<file path="config.mk">
export PLATFORM = sky130hd
export DESIGN_NAME = terminal_line_editor_flat
export DESIGN_NICKNAME = d
export VERILOG_FILES = /design/src/hw/rtl/tle_pkg.sv /design/src/hw/rtl/tle_in_if.sv /design/src/hw/rtl/tle_out_if.sv /design/src/hw/rtl/tle_store.sv /design/src/hw/rtl/tle_ctrl.sv /design/src/hw/rtl/terminal_line_editor.sv /design/src/flat_wrapper.sv
export SDC_FILE = /design/constraint.sdc
export NUM_CORES = 1
export LEC_CHECK = 0
export ABC_CLOCK_PERIOD_IN_PS = 6400
export BUFFER_PORTS_ARGS = -buffer_cell sky130_fd_sc_hd__buf_2
export CAP_MARGIN = 15
export CORE_MARGIN = 2
export CORE_UTILIZATION = 40
export CTS_BUF_LIST = sky130_fd_sc_hd__clkbuf_4 sky130_fd_sc_hd__clkbuf_8 sky130_fd_sc_hd__clkbuf_16
export DETAILED_ROUTE_END_ITERATION = 10
export GPL_TIMING_DRIVEN = 0
export SETUP_SLACK_MARGIN = 0.5
export SYNTH_ARGS = -nofsm -noshare
export SYNTH_HDL_FRONTEND = slang
export SYNTH_SLANG_ARGS = --single-unit
</file>
<file path="constraint.sdc">
create_clock -name clk -period 6.4 [get_ports clk]
set_input_delay 1.28 -clock clk [delete_from_list [all_inputs] [get_ports clk]]
set_output_delay 1.28 -clock clk [all_outputs]
set_load 0.1 [all_outputs]
</file>
<file path="src/hw/rtl/tle_pkg.sv">
package tle_pkg;

  localparam logic [7:0] CH_BS       = 8'h08;
  localparam logic [7:0] CH_ESC      = 8'h1B;
  localparam logic [7:0] CH_LB       = 8'h5B;
  localparam logic [7:0] CH_UP       = 8'h41;
  localparam logic [7:0] CH_DN       = 8'h42;
  localparam logic [7:0] CH_RT       = 8'h43;
  localparam logic [7:0] CH_LT       = 8'h44;
  localparam logic [7:0] CH_CR       = 8'h0D;
  localparam logic [7:0] CH_LF       = 8'h0A;
  localparam logic [7:0] CH_PRINT_LO = 8'h20;
  localparam logic [7:0] CH_PRINT_HI = 8'h7E;

  typedef enum logic [1:0] {
    ESC_IDLE,
    ESC_SEEN,
    ESC_BRACKET
  } esc_phase_t;

  typedef enum logic [2:0] {
    ST_IDLE,
    ST_READ,
    ST_LOAD,
    ST_CR,
    ST_LF
  } seq_state_t;

  typedef struct packed {
    logic       valid;
    logic [7:0] data;
    logic       last;
  } tle_emit_t;

endpackage

</file>
<file path="src/hw/rtl/tle_in_if.sv">
interface tle_in_if;
  logic       valid;
  logic       ready;
  logic [7:0] in_byte;

  modport source(output valid, output in_byte, input ready);
  modport sink(input valid, input in_byte, output ready);
endinterface

</file>
<file path="src/hw/rtl/tle_out_if.sv">
interface tle_out_if;
  logic       valid;
  logic       ready;
  logic [7:0] out_char;
  logic       last;

  modport source(output valid, output out_char, output last, input ready);
  modport sink(input valid, input out_char, input last, output ready);
endinterface

</file>
<file path="src/hw/rtl/tle_store.sv">
module tle_store #(
  parameter int DEPTH  = 62,
  parameter int ADDR_W = 6
) (
  input  logic              clk,
  input  logic              rst,
  input  logic              wr_en,
  input  logic [ADDR_W-1:0] wr_addr,
  input  logic [7:0]        wr_data,
  input  logic              rd_en,
  input  logic [ADDR_W-1:0] rd_addr,
  output logic [7:0]        rd_data
);

  logic [7:0]       mem [DEPTH];
  logic [DEPTH-1:0] written;

  // an entry never written since reset reads as zero
  always_ff @(posedge clk) begin
    if (rst) begin
      written <= '0;
    end else if (wr_en) begin
      written[wr_addr] <= 1'b1;
    end
  end

  always_ff @(posedge clk) begin
    if (wr_en) begin
      mem[wr_addr] <= wr_data;
    end
  end

  always_ff @(posedge clk) begin
    if (rd_en) begin
      rd_data <= written[rd_addr] ? mem[rd_addr] : 8'h00;
    end
  end

endmodule

</file>
<file path="src/hw/rtl/tle_ctrl.sv">
module tle_ctrl
  import tle_pkg::*;
#(
  parameter int LINE_LEN = 62,
  parameter int CUR_W    = 6,
  parameter int ADDR_W   = 6
) (
  input  logic              clk,
  input  logic              rst,
  input  logic              in_valid,
  input  logic [7:0]        in_byte,
  output logic              in_ready,
  input  logic              out_free,
  output tle_emit_t         emit,
  output logic              wr_en,
  output logic [ADDR_W-1:0] wr_addr,
  output logic [7:0]        wr_data,
  output logic              rd_en,
  output logic [ADDR_W-1:0] rd_addr,
  input  logic [7:0]        rd_data
);

  seq_state_t state, state_next;
  esc_phase_t esc, esc_next;
  logic [CUR_W-1:0] cursor, cursor_next;
  logic [CUR_W-1:0] raw_count, raw_count_next;
  logic [CUR_W-1:0] idx, idx_next;
  logic             cr_seen, cr_seen_next;

  // shared incrementer/decrementer: cursor moves while editing, read index while emitting
  logic [CUR_W-1:0] step_a;
  logic             step_dec;
  logic [CUR_W-1:0] step_sum;

  logic fwd, go_l, go_r, put, printable, room;

  assign step_sum  = step_dec ? (step_a - CUR_W'(1)) : (step_a + CUR_W'(1));
  assign printable = (in_byte >= CH_PRINT_LO) && (in_byte <= CH_PRINT_HI);
  assign room      = (cursor < CUR_W'(LINE_LEN));

  always_ff @(posedge clk) begin
    if (rst) begin
      state     <= ST_IDLE;
      esc       <= ESC_IDLE;
      cursor    <= '0;
      raw_count <= '0;
      idx       <= '0;
      cr_seen   <= 1'b0;
    end else begin
      state     <= state_next;
      esc       <= esc_next;
      cursor    <= cursor_next;
      raw_count <= raw_count_next;
      idx       <= idx_next;
      cr_seen   <= cr_seen_next;
    end
  end

  always_comb begin
    state_next     = state;
    esc_next       = esc;
    cursor_next    = cursor;
    raw_count_next = raw_count;
    idx_next       = idx;
    cr_seen_next   = cr_seen;
    in_ready       = 1'b0;
    wr_en          = 1'b0;
    wr_addr        = cursor[ADDR_W-1:0];
    wr_data        = in_byte;
    rd_en          = 1'b0;
    rd_addr        = idx[ADDR_W-1:0];
    emit           = '0;
    step_a         = cursor;
    step_dec       = 1'b0;
    fwd            = 1'b0;
    go_l           = 1'b0;
    go_r           = 1'b0;
    put            = 1'b0;

    case (state)
      ST_IDLE: begin
        in_ready = 1'b1;
        if (in_valid) begin
          if (in_byte == CH_LF && cr_seen) begin
            idx_next   = '0;
            state_next = (cursor == '0) ? ST_CR : ST_READ;
          end else begin
            fwd      = 1'b1;
            esc_next = ESC_IDLE;
            case (esc)
              ESC_BRACKET: begin
                fwd  = 1'b0;
                go_r = (in_byte == CH_RT);
                go_l = (in_byte == CH_LT);
              end
              ESC_SEEN: begin
                if (in_byte == CH_LB) begin
                  fwd      = 1'b0;
                  esc_next = ESC_BRACKET;
                end
              end
              default: ;
            endcase
            if (fwd) begin
              if (printable) begin
                put = 1'b1;
              end else if (in_byte == CH_BS) begin
                go_l = 1'b1;
              end else if (in_byte == CH_ESC) begin
                esc_next = ESC_SEEN;
              end
            end
            step_dec = go_l;
            wr_en    = put && room;
            if ((go_l && cursor != '0) || ((go_r || put) && room)) begin
              cursor_next = step_sum;
            end
            cr_seen_next   = (in_byte == CH_CR);
            raw_count_next = raw_count + CUR_W'(1);
            // overlong line: drop it
            if (raw_count == CUR_W'(LINE_LEN - 1)) begin
              cursor_next    = '0;
              raw_count_next = '0;
              esc_next       = ESC_IDLE;
              cr_seen_next   = 1'b0;
            end
          end
        end
      end
      ST_READ: begin
        rd_en      = 1'b1;
        state_next = ST_LOAD;
      end
      ST_LOAD: begin
        step_a = idx;
        if (out_free) begin
          emit       = '{valid: 1'b1, data: rd_data, last: 1'b0};
          idx_next   = step_sum;
          state_next = (step_sum == cursor) ? ST_CR : ST_READ;
        end
      end
      ST_CR: begin
        if (out_free) begin
          emit       = '{valid: 1'b1, data: CH_CR, last: 1'b0};
          state_next = ST_LF;
        end
      end
      ST_LF: begin
        if (out_free) begin
          emit           = '{valid: 1'b1, data: CH_LF, last: 1'b1};
          cursor_next    = '0;
          raw_count_next = '0;
          esc_next       = ESC_IDLE;
          cr_seen_next   = 1'b0;
          state_next     = ST_IDLE;
        end
      end
      default: begin
        state_next = ST_IDLE;
      end
    endcase
  end

`ifndef SYNTH
  a_read_in_line: assert property (@(posedge clk) disable iff (rst)
    (state == ST_READ) |-> (idx < cursor))
    else $error("read index past cursor");

  a_lf_clears: assert property (@(posedge clk) disable iff (rst)
    (state == ST_LF && out_free) |=> (state == ST_IDLE && cursor == '0 && raw_count == '0))
    else $error("line state not cleared after LF");

  a_emit_free: assert property (@(posedge clk) disable iff (rst)
    emit.valid |-> out_free)
    else $error("emit into occupied output register");

  a_write_room: assert property (@(posedge clk) disable iff (rst)
    wr_en |-> (state == ST_IDLE && cursor < CUR_W'(LINE_LEN)))
    else $error("store write outside editing or past line end");
`endif

endmodule

</file>
<file path="src/hw/rtl/terminal_line_editor.sv">
// Console line editor. Raw bytes arrive on rx one transaction at a time and
// edit a line store at a cursor: printable bytes are written and advance the
// cursor, backspace and ESC [ D move left, ESC [ C moves right, everything
// else is dropped. A CR immediately followed by LF sends the store bytes
// 0..cursor-1 out on tx, then CR and LF with last set on the LF, and starts a
// new line; the store itself keeps its bytes and is cleared only by reset
// (per-entry written bits, so no clearing pass is needed after reset). A line
// reaching LINE_LEN raw bytes is discarded without output. While editing, rx
// is always ready. At a line end each emitted store byte takes a read on the
// store's read port, then a load of the output register through the shared
// incrementer; CR and LF follow, and every load waits while tx stalls. rx
// is not ready during that time. tx has its own output register, so the next
// rx byte is taken while the final LF still waits.
module terminal_line_editor
  import tle_pkg::*;
#(
  parameter int LINE_LEN = 62
) (
  input  logic      clk,
  input  logic      rst,
  tle_in_if.sink    rx,
  tle_out_if.source tx
);

  localparam int CUR_W  = $clog2(LINE_LEN + 1);
  localparam int ADDR_W = $clog2(LINE_LEN);

  tle_emit_t         emit;
  logic              out_free;
  logic              wr_en, rd_en;
  logic [ADDR_W-1:0] wr_addr, rd_addr;
  logic [7:0]        wr_data, rd_data;

  // output register
  logic       out_valid;
  logic [7:0] out_data;
  logic       out_last;

  // take a new byte whenever the register is empty or being drained
  assign out_free    = !out_valid || tx.ready;
  assign tx.valid    = out_valid;
  assign tx.out_char = out_data;
  assign tx.last     = out_last;

  always_ff @(posedge clk) begin
    if (rst) begin
      out_valid <= 1'b0;
    end else if (emit.valid) begin
      out_valid <= 1'b1;
    end else if (tx.ready) begin
      out_valid <= 1'b0;
    end
  end

  // hold payload until the next load
  always_ff @(posedge clk) begin
    if (emit.valid) begin
      out_data <= emit.data;
      out_last <= emit.last;
    end
  end

  tle_ctrl #(
    .LINE_LEN(LINE_LEN),
    .CUR_W   (CUR_W),
    .ADDR_W  (ADDR_W)
  ) u_ctrl (
    .clk     (clk),
    .rst     (rst),
    .in_valid(rx.valid),
    .in_byte (rx.in_byte),
    .in_ready(rx.ready),
    .out_free(out_free),
    .emit    (emit),
    .wr_en   (wr_en),
    .wr_addr (wr_addr),
    .wr_data (wr_data),
    .rd_en   (rd_en),
    .rd_addr (rd_addr),
    .rd_data (rd_data)
  );

  tle_store #(
    .DEPTH (LINE_LEN),
    .ADDR_W(ADDR_W)
  ) u_store (
    .clk    (clk),
    .rst    (rst),
    .wr_en  (wr_en),
    .wr_addr(wr_addr),
    .wr_data(wr_data),
    .rd_en  (rd_en),
    .rd_addr(rd_addr),
    .rd_data(rd_data)
  );

endmodule
</file>
<file path="src/flat_wrapper.sv">
// flat-port wrapper written by rule: the top's interface ports become plain ports
module terminal_line_editor_flat import tle_pkg::*;
#(
  parameter int LINE_LEN = 62
)
  (clk, rst, rx_valid, rx_in_byte, rx_ready, tx_valid, tx_out_char, tx_last, tx_ready);
  tle_in_if rx_i ();
  tle_out_if tx_i ();
  input  logic clk;
  input  logic rst;
  input wire logic [$bits(rx_i.valid)-1:0] rx_valid;
  input wire logic [$bits(rx_i.in_byte)-1:0] rx_in_byte;
  output wire logic [$bits(rx_i.ready)-1:0] rx_ready;
  output wire logic [$bits(tx_i.valid)-1:0] tx_valid;
  output wire logic [$bits(tx_i.out_char)-1:0] tx_out_char;
  output wire logic [$bits(tx_i.last)-1:0] tx_last;
  input wire logic [$bits(tx_i.ready)-1:0] tx_ready;
  assign rx_i.valid = rx_valid;
  assign rx_i.in_byte = rx_in_byte;
  assign rx_ready = rx_i.ready;
  assign tx_valid = tx_i.valid;
  assign tx_out_char = tx_i.out_char;
  assign tx_last = tx_i.last;
  assign tx_i.ready = tx_ready;
  terminal_line_editor #(.LINE_LEN(LINE_LEN)) u_core (.clk(clk), .rst(rst), .rx(rx_i), .tx(tx_i));
endmodule
</file>
==> results of run 1 <==
-- state kept, by name (all words and copies together) (netlist names) --
name,flops
u_core.u_ctrl.cr_seen,1
u_core.u_ctrl.rd_addr,6
u_core.tx.out_char,8
u_core.tx.last,1
u_core.tx.valid,1
u_core.u_store.written,62
u_core.u_ctrl.wr_addr,6
u_core.u_ctrl.esc,2
u_core.u_store.rd_data,8
u_core.u_ctrl.state,3
u_core.u_store.mem,496
u_core.u_ctrl.raw_count,6
-- worst min path at each step --
stage                     cells past startpoint                                 endpoint
after floorplan                               2  u_core.u_store.written[10]$_SDFFE_PP0P_
after global placement                        1  u_core.u_store.written[34]$_SDFFE_PP0P_
after CTS                                     1  u_core.u_store.written[38]$_SDFFE_PP0P_
after global routing                          1  u_core.u_store.written[38]$_SDFFE_PP0P_
after detailed placement                      1  u_core.u_store.written[51]$_SDFFE_PP0P_
final                                         1  u_core.u_store.written[40]$_SDFFE_PP0P_
-- placed cells by master, fill, tap and decap left out, drive strengths merged, types with 10 or more instances in the layout --
cell      instances
clkinv           25
a21oi            51
nor3             11
o21a             30
mux2i            46
nor2            136
xor2             12
clkinvlp         10
dfxtp            87
mux4            161
edfxtp          513
inv              10
mux2             12
nand3            12
buf              76
nand2            28
clkbuf          102
-- power by group through the flow --
stage	registers (mW)	clock network (mW)	logic, mW
5_1_grt	4.24	3.75	0.155
4_1_cts	4.25	3.60	0.138
3_5_place_dp	4.33	0	0.137
3_3_place_gp	4.33	0	0.125
2_1_floorplan	4.33	0	0.0439
6_report	4.24	3.54	0.143
-- per-layer routing --
metal / share of wire / track usage
met5: 0 / 0
met4: 0.025 / 0.0540
met3: 0.061 / 0.0282
met2: 0.48 / 0.304
met1: 0.43 / 0.268
-- final cells by class --
| type | instances | area, sq um |
|---|---|---|
| Timing Repair Buffer | 31 | 285 |
| Clock inverter | 41 | 348 |
| Inverter | 9 | 36.3 |
| Clock buffer | 73 | 1650 |
| Multi-Input combinational cell | 606 | 6450 |
| Fill cell | 5042 | 31900 |
| Sequential cell | 600 | 17100 |
| Buffer | 74 | 433 |
| Tap cell | 773 | 967 |
-- worst reg2reg max path: stages (launching register included) --
cell       delay [ns]
dfxtp_1          0.32
clkbuf_1         0.32
buf_2            0.43
buf_1            0.87
buf_2            0.48
mux2_2           0.22
ha_1             0.24
a2111oi_0        0.09
nor3_1           0.29
xor2_1           0.32
or3b_1           0.38
a21oi_1          0.17
-- cells by family (layout without fill, tap and decap cells) --
family          after synthesis  in the layout
compound gates              116            116
xor+xnor                     16             16
fa+ha+maj                     7              7
buf+inv                      83            228
flops                       600            600
mux                         219            219
simple gates                248            248
==> impl_results.md, run 1 <==
* Status: completed
* Vias in the first global route at 12700
* RSZ-0062 raised after global routing: false
* P_leak at 8.46 nW
* Fin. Hold Viols at 0
* Hold crit path type: flop to flop
* Synth Area in Adders at 0.00395
* Core Area at 59200 sq um
* Share of the synthesized area in the top cell type at 0.640
* Switching Share at 0.204
* Die Y-Extent at 249 um
* Peak supply drop at 0.247 mV
* GPL Wtd Cong at 0.878
* Origin of the worst setup path: rx_in_byte[3]
* Worst reg2reg startpoint: u_core.u_ctrl.rd_addr[2]$_SDFFE_PP0P_
* Setup tns final at 0 ns
* Worst Skew at 0.0291 ns
* Worst EP required at 6.92 ns
* DR pass1 iterations at 5
* Worst setup margin at 1.96 ns
* Max incr delay on CP at 0.58 ns
* Prevailing post-synth register cell: edfxtp_1
* Final setup viols at 0
* Largest family of logic cells by synthesized area: multiplexers
* Total wire length at 58000 um
* Max Buffers Root-to-Sink at 3
* Sequential share of power at 0.535
* CP max-delay cell: buf_2
* Post-synth EDFFs at 513
* Clock Power Share at 0.447
* Max-cap violations at 0
* Netlist Area Pre-Place at 24100 sq um
* Final Max Slew Viols at 0
* Via count of the routed design at 12500
* Final hold slack at 0.466 ns
* Fin area at 27300 sq um
* Std cell rows at 89
* Via-to-Cell Ratio at 5.64
* Antenna viol nets, final at 0
* WS Path Type: primary input to flop
* Count leader, synth: edfxtp_1
* IO Port Bufs at 22
* Remaining Overflow, GRT at 0
* # hold bufs at CTS at 0
* H-tree levels at 2
* Synth Area in Simple Gates at 0.0511
* Mux share of post-synthesis cell area at 0.175
* Post-Place Cells at 2089
* # clock sinks at 600
* Post-CTS Setup Bufs at 0
* Synth top area cells: edfxtp_1 (64%), mux4_2 (15%), dfxtp_1 (7.2%)
* Arrival @ worst endpoint at 4.97 ns
* Delay-heaviest family, CP: simple AND/OR/NAND/NOR gates
* Skew-Pair Late Insertion Delay at 0.63 ns
* HPWL Detailed at 38100 um
* Complex-gate fraction of the synthesized area at 0.0306
* Syn_nets at 1308
* Antenna cells at 0
* Power Density at 290 nW/um^2
* Num CTS Buffers at 60
* Detailed Route Iter0 Violations at 1276
* Top Ports at 23
* XOR/XNOR Fraction of Synth Area at 0.00692
* Fin cells at 2207
* Int Pwr at 6.31 mW
* Area post-placement at 25200 sq um
* Startpoint types: primary input
* Worst-path clk slew at 0.06 ns
* R2R depth at 11
* Mapped Cells at 1289
* Slew HR at 0.262
* Synth top cells by count: edfxtp_1 (513), mux4_2 (161), nor2_1 (136)
* Reg2reg setup slack at 2.17 ns
* Sequential fraction of the synthesis area at 0.713
* Max Freq at 0.225 GHz
* Mean Syn Cell Area at 18.7 sq um
* Post-CTS sizing at 0
* Worst Path Max Fanout at 36
* Net switching power figure at 1.62 mW
* Yosys top cell by area: edfxtp_1
* Final #Nets at 1401
* Drt wl/cell at 26.3 um
* Layout cells sized above 1 at 0.252
* Largest net degree at the start of global routing at 69
* Yosys reg bits at 600
* Worst hold start: u_core.u_store.written[40]$_SDFFE_PP0P_
* Crit path time final at 4.44 ns
* CP endpoint: u_core.u_ctrl.wr_addr[4]$_SDFFE_PP0P_
* Endpoint type of the worst setup path: flop
* Tot GR Track Use at 0.189
* Remaining DRCs at 0
* Fin crit share at 0.695
* Layout area overhead at 13.5%
* Crit-path cells: buf_2 > buf_12 > or3b_1 > nor4_2 > o211a_2 > inv_4 > fa_1 > nand2b_1 > a21oi_1 > xor2_1 > or3b_1 > a21oi_1
* CTS root buf: clkbuf_16
* DP Worst Slack at 1.22 ns
* DIE AREA at 62100 sq um
* Initial Util at 0.406
* CTS tree: built
* Worst path depth at 12
* Synth cell types at 65
* Number of antenna violations at the first check in global routing at 0
* Die width at 249 um
* Ys async rst share at 0
* CP bufs+invs at 3
* Final Core Density at 0.461
* Overall Power at 7.93 mW
* Ys Warns at 0
* Combinational share of power at 0.018
* Global-route wire length before repair at 86300 um
* R2R Path End: u_core.u_ctrl.wr_addr[3]$_SDFFE_PP0P_
* Worst-Margin Slew at 1.11 ns
Power figures use the tool's default switching activity.
==> run 2: changes to the inputs <==
--- a/config.mk
+++ b/config.mk
@@ -5,7 +5,7 @@
 export SDC_FILE = /design/constraint.sdc
 export NUM_CORES = 1
 export LEC_CHECK = 0
-export ABC_CLOCK_PERIOD_IN_PS = 6400
+export ABC_CLOCK_PERIOD_IN_PS = 3900
 export BUFFER_PORTS_ARGS = -buffer_cell sky130_fd_sc_hd__buf_2
 export CAP_MARGIN = 15
 export CORE_MARGIN = 2
==> constraint.sdc (replaced) <==
create_clock -name clk -period 3.9 [get_ports clk]
set_input_delay 0.78 -clock clk [delete_from_list [all_inputs] [get_ports clk]]
set_output_delay 0.78 -clock clk [all_outputs]
set_load 0.1 [all_outputs]
==> run 2 against run 1 <==
  * Critical path depth down 4
  * Setup slack got worse by 1.5 ns
  * Sequential power is 64% higher
  * Die area did not move
  * Hold slack got worse by 0.019 ns
  * Sequential cell count unchanged
  * Combinational power rose by 69%
  * Sequential share of layout area decreased by 0.42 points
  * Clock-buffer cell count unchanged
==> impl_results.md, run 2 (synthesis results as in run 1) <==
* Origin of the worst setup path: u_core.u_ctrl.state[1]$_SDFFE_PP0P_
* Max Buffers Root-to-Sink at 3 (unchanged)
* Final setup viols at 0 (unchanged)
* Drt wl/cell at 26.4 um (+0.33%)
* Most frequent cells in the layout: edfxtp_1 (513), mux4_2 (161), nor2_1 (119)
* Num CTS Buffers at 60 (unchanged)
* HPWL Detailed at 38100 um (unchanged)
* Arrival @ worst endpoint at 3.71 ns (-1.26 ns)
* Fin crit share at 0.887
* Fin cells at 2210 (+0.14%)
* Fin. Hold Viols at 0 (unchanged)
* Tot GR Track Use at 0.190 (+0.000854)
* Detailed Route Iter0 Violations at 1307 (+2.4%)
* CTS tree: built
* Max reg flops at 496 (unchanged)
* # hold bufs at CTS at 0 (unchanged)
* Worst EP required at 4.15 ns (-2.77 ns)
* DIE AREA at 62100 sq um (unchanged)
* Die width at 249 um (unchanged)
* Power Density at 473 nW/um^2 (+63%)
* Max incr delay on CP at 0.68 ns (+0.10 ns)
* GPL Wtd Cong at 0.878 (unchanged)
* Status: completed
* Startpoint types: flop
* Worst-path clk slew at 0.06 ns (about the same)
* # clock sinks at 600 (unchanged)
* Crit path time final at 3.46 ns
* Remaining DRCs at 0 (unchanged)
* Reg2reg setup slack at 0.44 ns (-1.73 ns)
* Number of antenna violations at the first check in global routing at 0 (unchanged)
* Max-cap violations at 0 (unchanged)
* Worst hold start: rst
* Final Max Slew Viols at 0 (unchanged)
* Total wire length at 58300 um (+0.47%)
* Via-to-Cell Ratio at 5.66 (+0.26%)
* Biggest register: u_core.u_store.mem
* Peak supply drop at 0.409 mV (+65%)
* Endpoint type of the worst setup path: flop
* P_leak at 8.52 nW (+0.74%)
* Global-route wire length before repair at 86600 um (+0.31%)
* Top Ports at 23 (unchanged)
* Commonest non-fill, non-tap cell in the layout: edfxtp_1
* WS Path Type: flop to flop
* Vias in the first global route at 12700 (+0.024%)
* Skew-Pair Late Insertion Delay at 0.63 ns (about the same)
* Layout area overhead at 14.3%
* Die Y-Extent at 249 um (unchanged)
* Largest net degree at the start of global routing at 69 (unchanged)
* Worst-Margin Slew at 1.05 ns (-0.0552 ns)
* Worst Path Max Fanout at 9 (-75%)
* Biggest regs: u_core.u_store.mem: 496 flops, u_core.u_store.written: 62 flops
* Layout cells sized above 1 at 0.273 (+0.0210)
* Final #Nets at 1404 (+0.21%)
* CTS root buf: clkbuf_16
* Worst Skew at 0.0290 ns (-0.0000680 ns)
* Core Area at 59200 sq um (unchanged)
* Crit-path cells: clkbuf_1 > or3_1 > inv_2 > and2_1 > nand3b_1 > nor2_1 > nand3_1 > nor2_2
* Worst reg2reg startpoint: u_core.u_ctrl.state[1]$_SDFFE_PP0P_
* Antenna cells at 0 (unchanged)
* Slew HR at 0.299 (+0.0368)
* Initial Util at 0.406 (unchanged)
* DR pass1 iterations at 5 (unchanged)
* Max Freq at 0.289 GHz
* Remaining Overflow, GRT at 0 (unchanged)
* IO Port Bufs at 22 (unchanged)
* Final Core Density at 0.464 (+0.00313)
* Hold crit path type: primary input to flop
* Via count of the routed design at 12500 (+0.39%)
* Antenna viol nets, final at 0 (unchanged)
* Fillcell total at 5023 (-0.38%)
* CP max-delay cell: nor2_2
* DP Worst Slack at -0.785 ns (-2.00 ns)
* H-tree levels at 2 (unchanged)
* Std cell rows at 89 (unchanged)
* RSZ-0062 raised after global routing: true
* Worst setup margin at 0.439 ns (-1.52 ns)
* Final hold slack at 0.447 ns (-0.0185 ns)
* Post-Place Cells at 2089 (unchanged)
==> run 2: cell count changes in the layout (fill, tap and decap cells not counted), sizes merged <==
cell / delta
bufbuf: +1
buf: -1
clkbuf: +3
==> run 2: through the flow <==
stage | instance area [sq um] | power, mW | TNS [ns]
6_report | 27500 | 13.0 | 0
5_1_grt | 27500 | 13.4 | 0
4_1_cts | 27300 | 13.1 | 0
3_5_place_dp | 25200 | 7.33 | -163.46
3_3_place_gp | 25100 | 7.31 | -189.70
2_1_floorplan | 24100 | 7.18 | 0
==> run 2: metal layers <==
layer	routed length (um)	vias up	track usage
met4	1250	0	0.0501
li1	-	5356	-
met5	0	-	0
met1	24900	6630	0.268
met2	28400	438	0.309
met3	3740	80	0.0281
==> run 2: worst max-delay path: cells and delay by family (launching register included) <==
| family | cells | cell delay (ns) |
|---|---|---|
| flops | 1 | 0.30 |
| buf+inv | 2 | 0.30 |
| simple gates | 6 | 2.47 |
==> run 2: path summary, 6_finish.rpt <==
kind / to / cells after the start
worst min-delay path: u_core.u_ctrl.wr_addr[5]$_SDFFE_PP0P_ / 2
worst min register to register: u_core.u_store.written[40]$_SDFFE_PP0P_ / 1
worst max-delay path: u_core.u_store.mem[29][7]$_DFFE_PP_ / 8
worst max register to register: u_core.u_store.mem[29][7]$_DFFE_PP_ / 8
==> run 2: final cells by class <==
cell class / instances / area, sq um / area share
Sequential cell: 600 / 17100 / 0.623
Multi-Input combinational cell: 606 / 6540 / 0.238
Clock buffer: 73 / 1650 / 0.0601
Tap cell: 773 / 967 / 0.0352
Buffer: 74 / 470 / 0.0171
Clock inverter: 41 / 348 / 0.0126
Timing Repair Buffer: 34 / 343 / 0.0125
Inverter: 9 / 36.3 / 0.00132
==> run 2: repair_timing <==
item | CTS | global route
pin swaps | 2 | 3
setup buffers | 1 | 5
gates resized for setup | 30 | 44
gates cloned | 1 | 0
endpoints found under the setup margin | 325 | 216
==> run 2: report_power, final <==
group	internal (mW)	switching (mW)	leakage (nW)
Combinational	0.0597	0.181	2.21
Sequential	6.96	0.00593	5.33
Clock	3.34	2.46	0.976
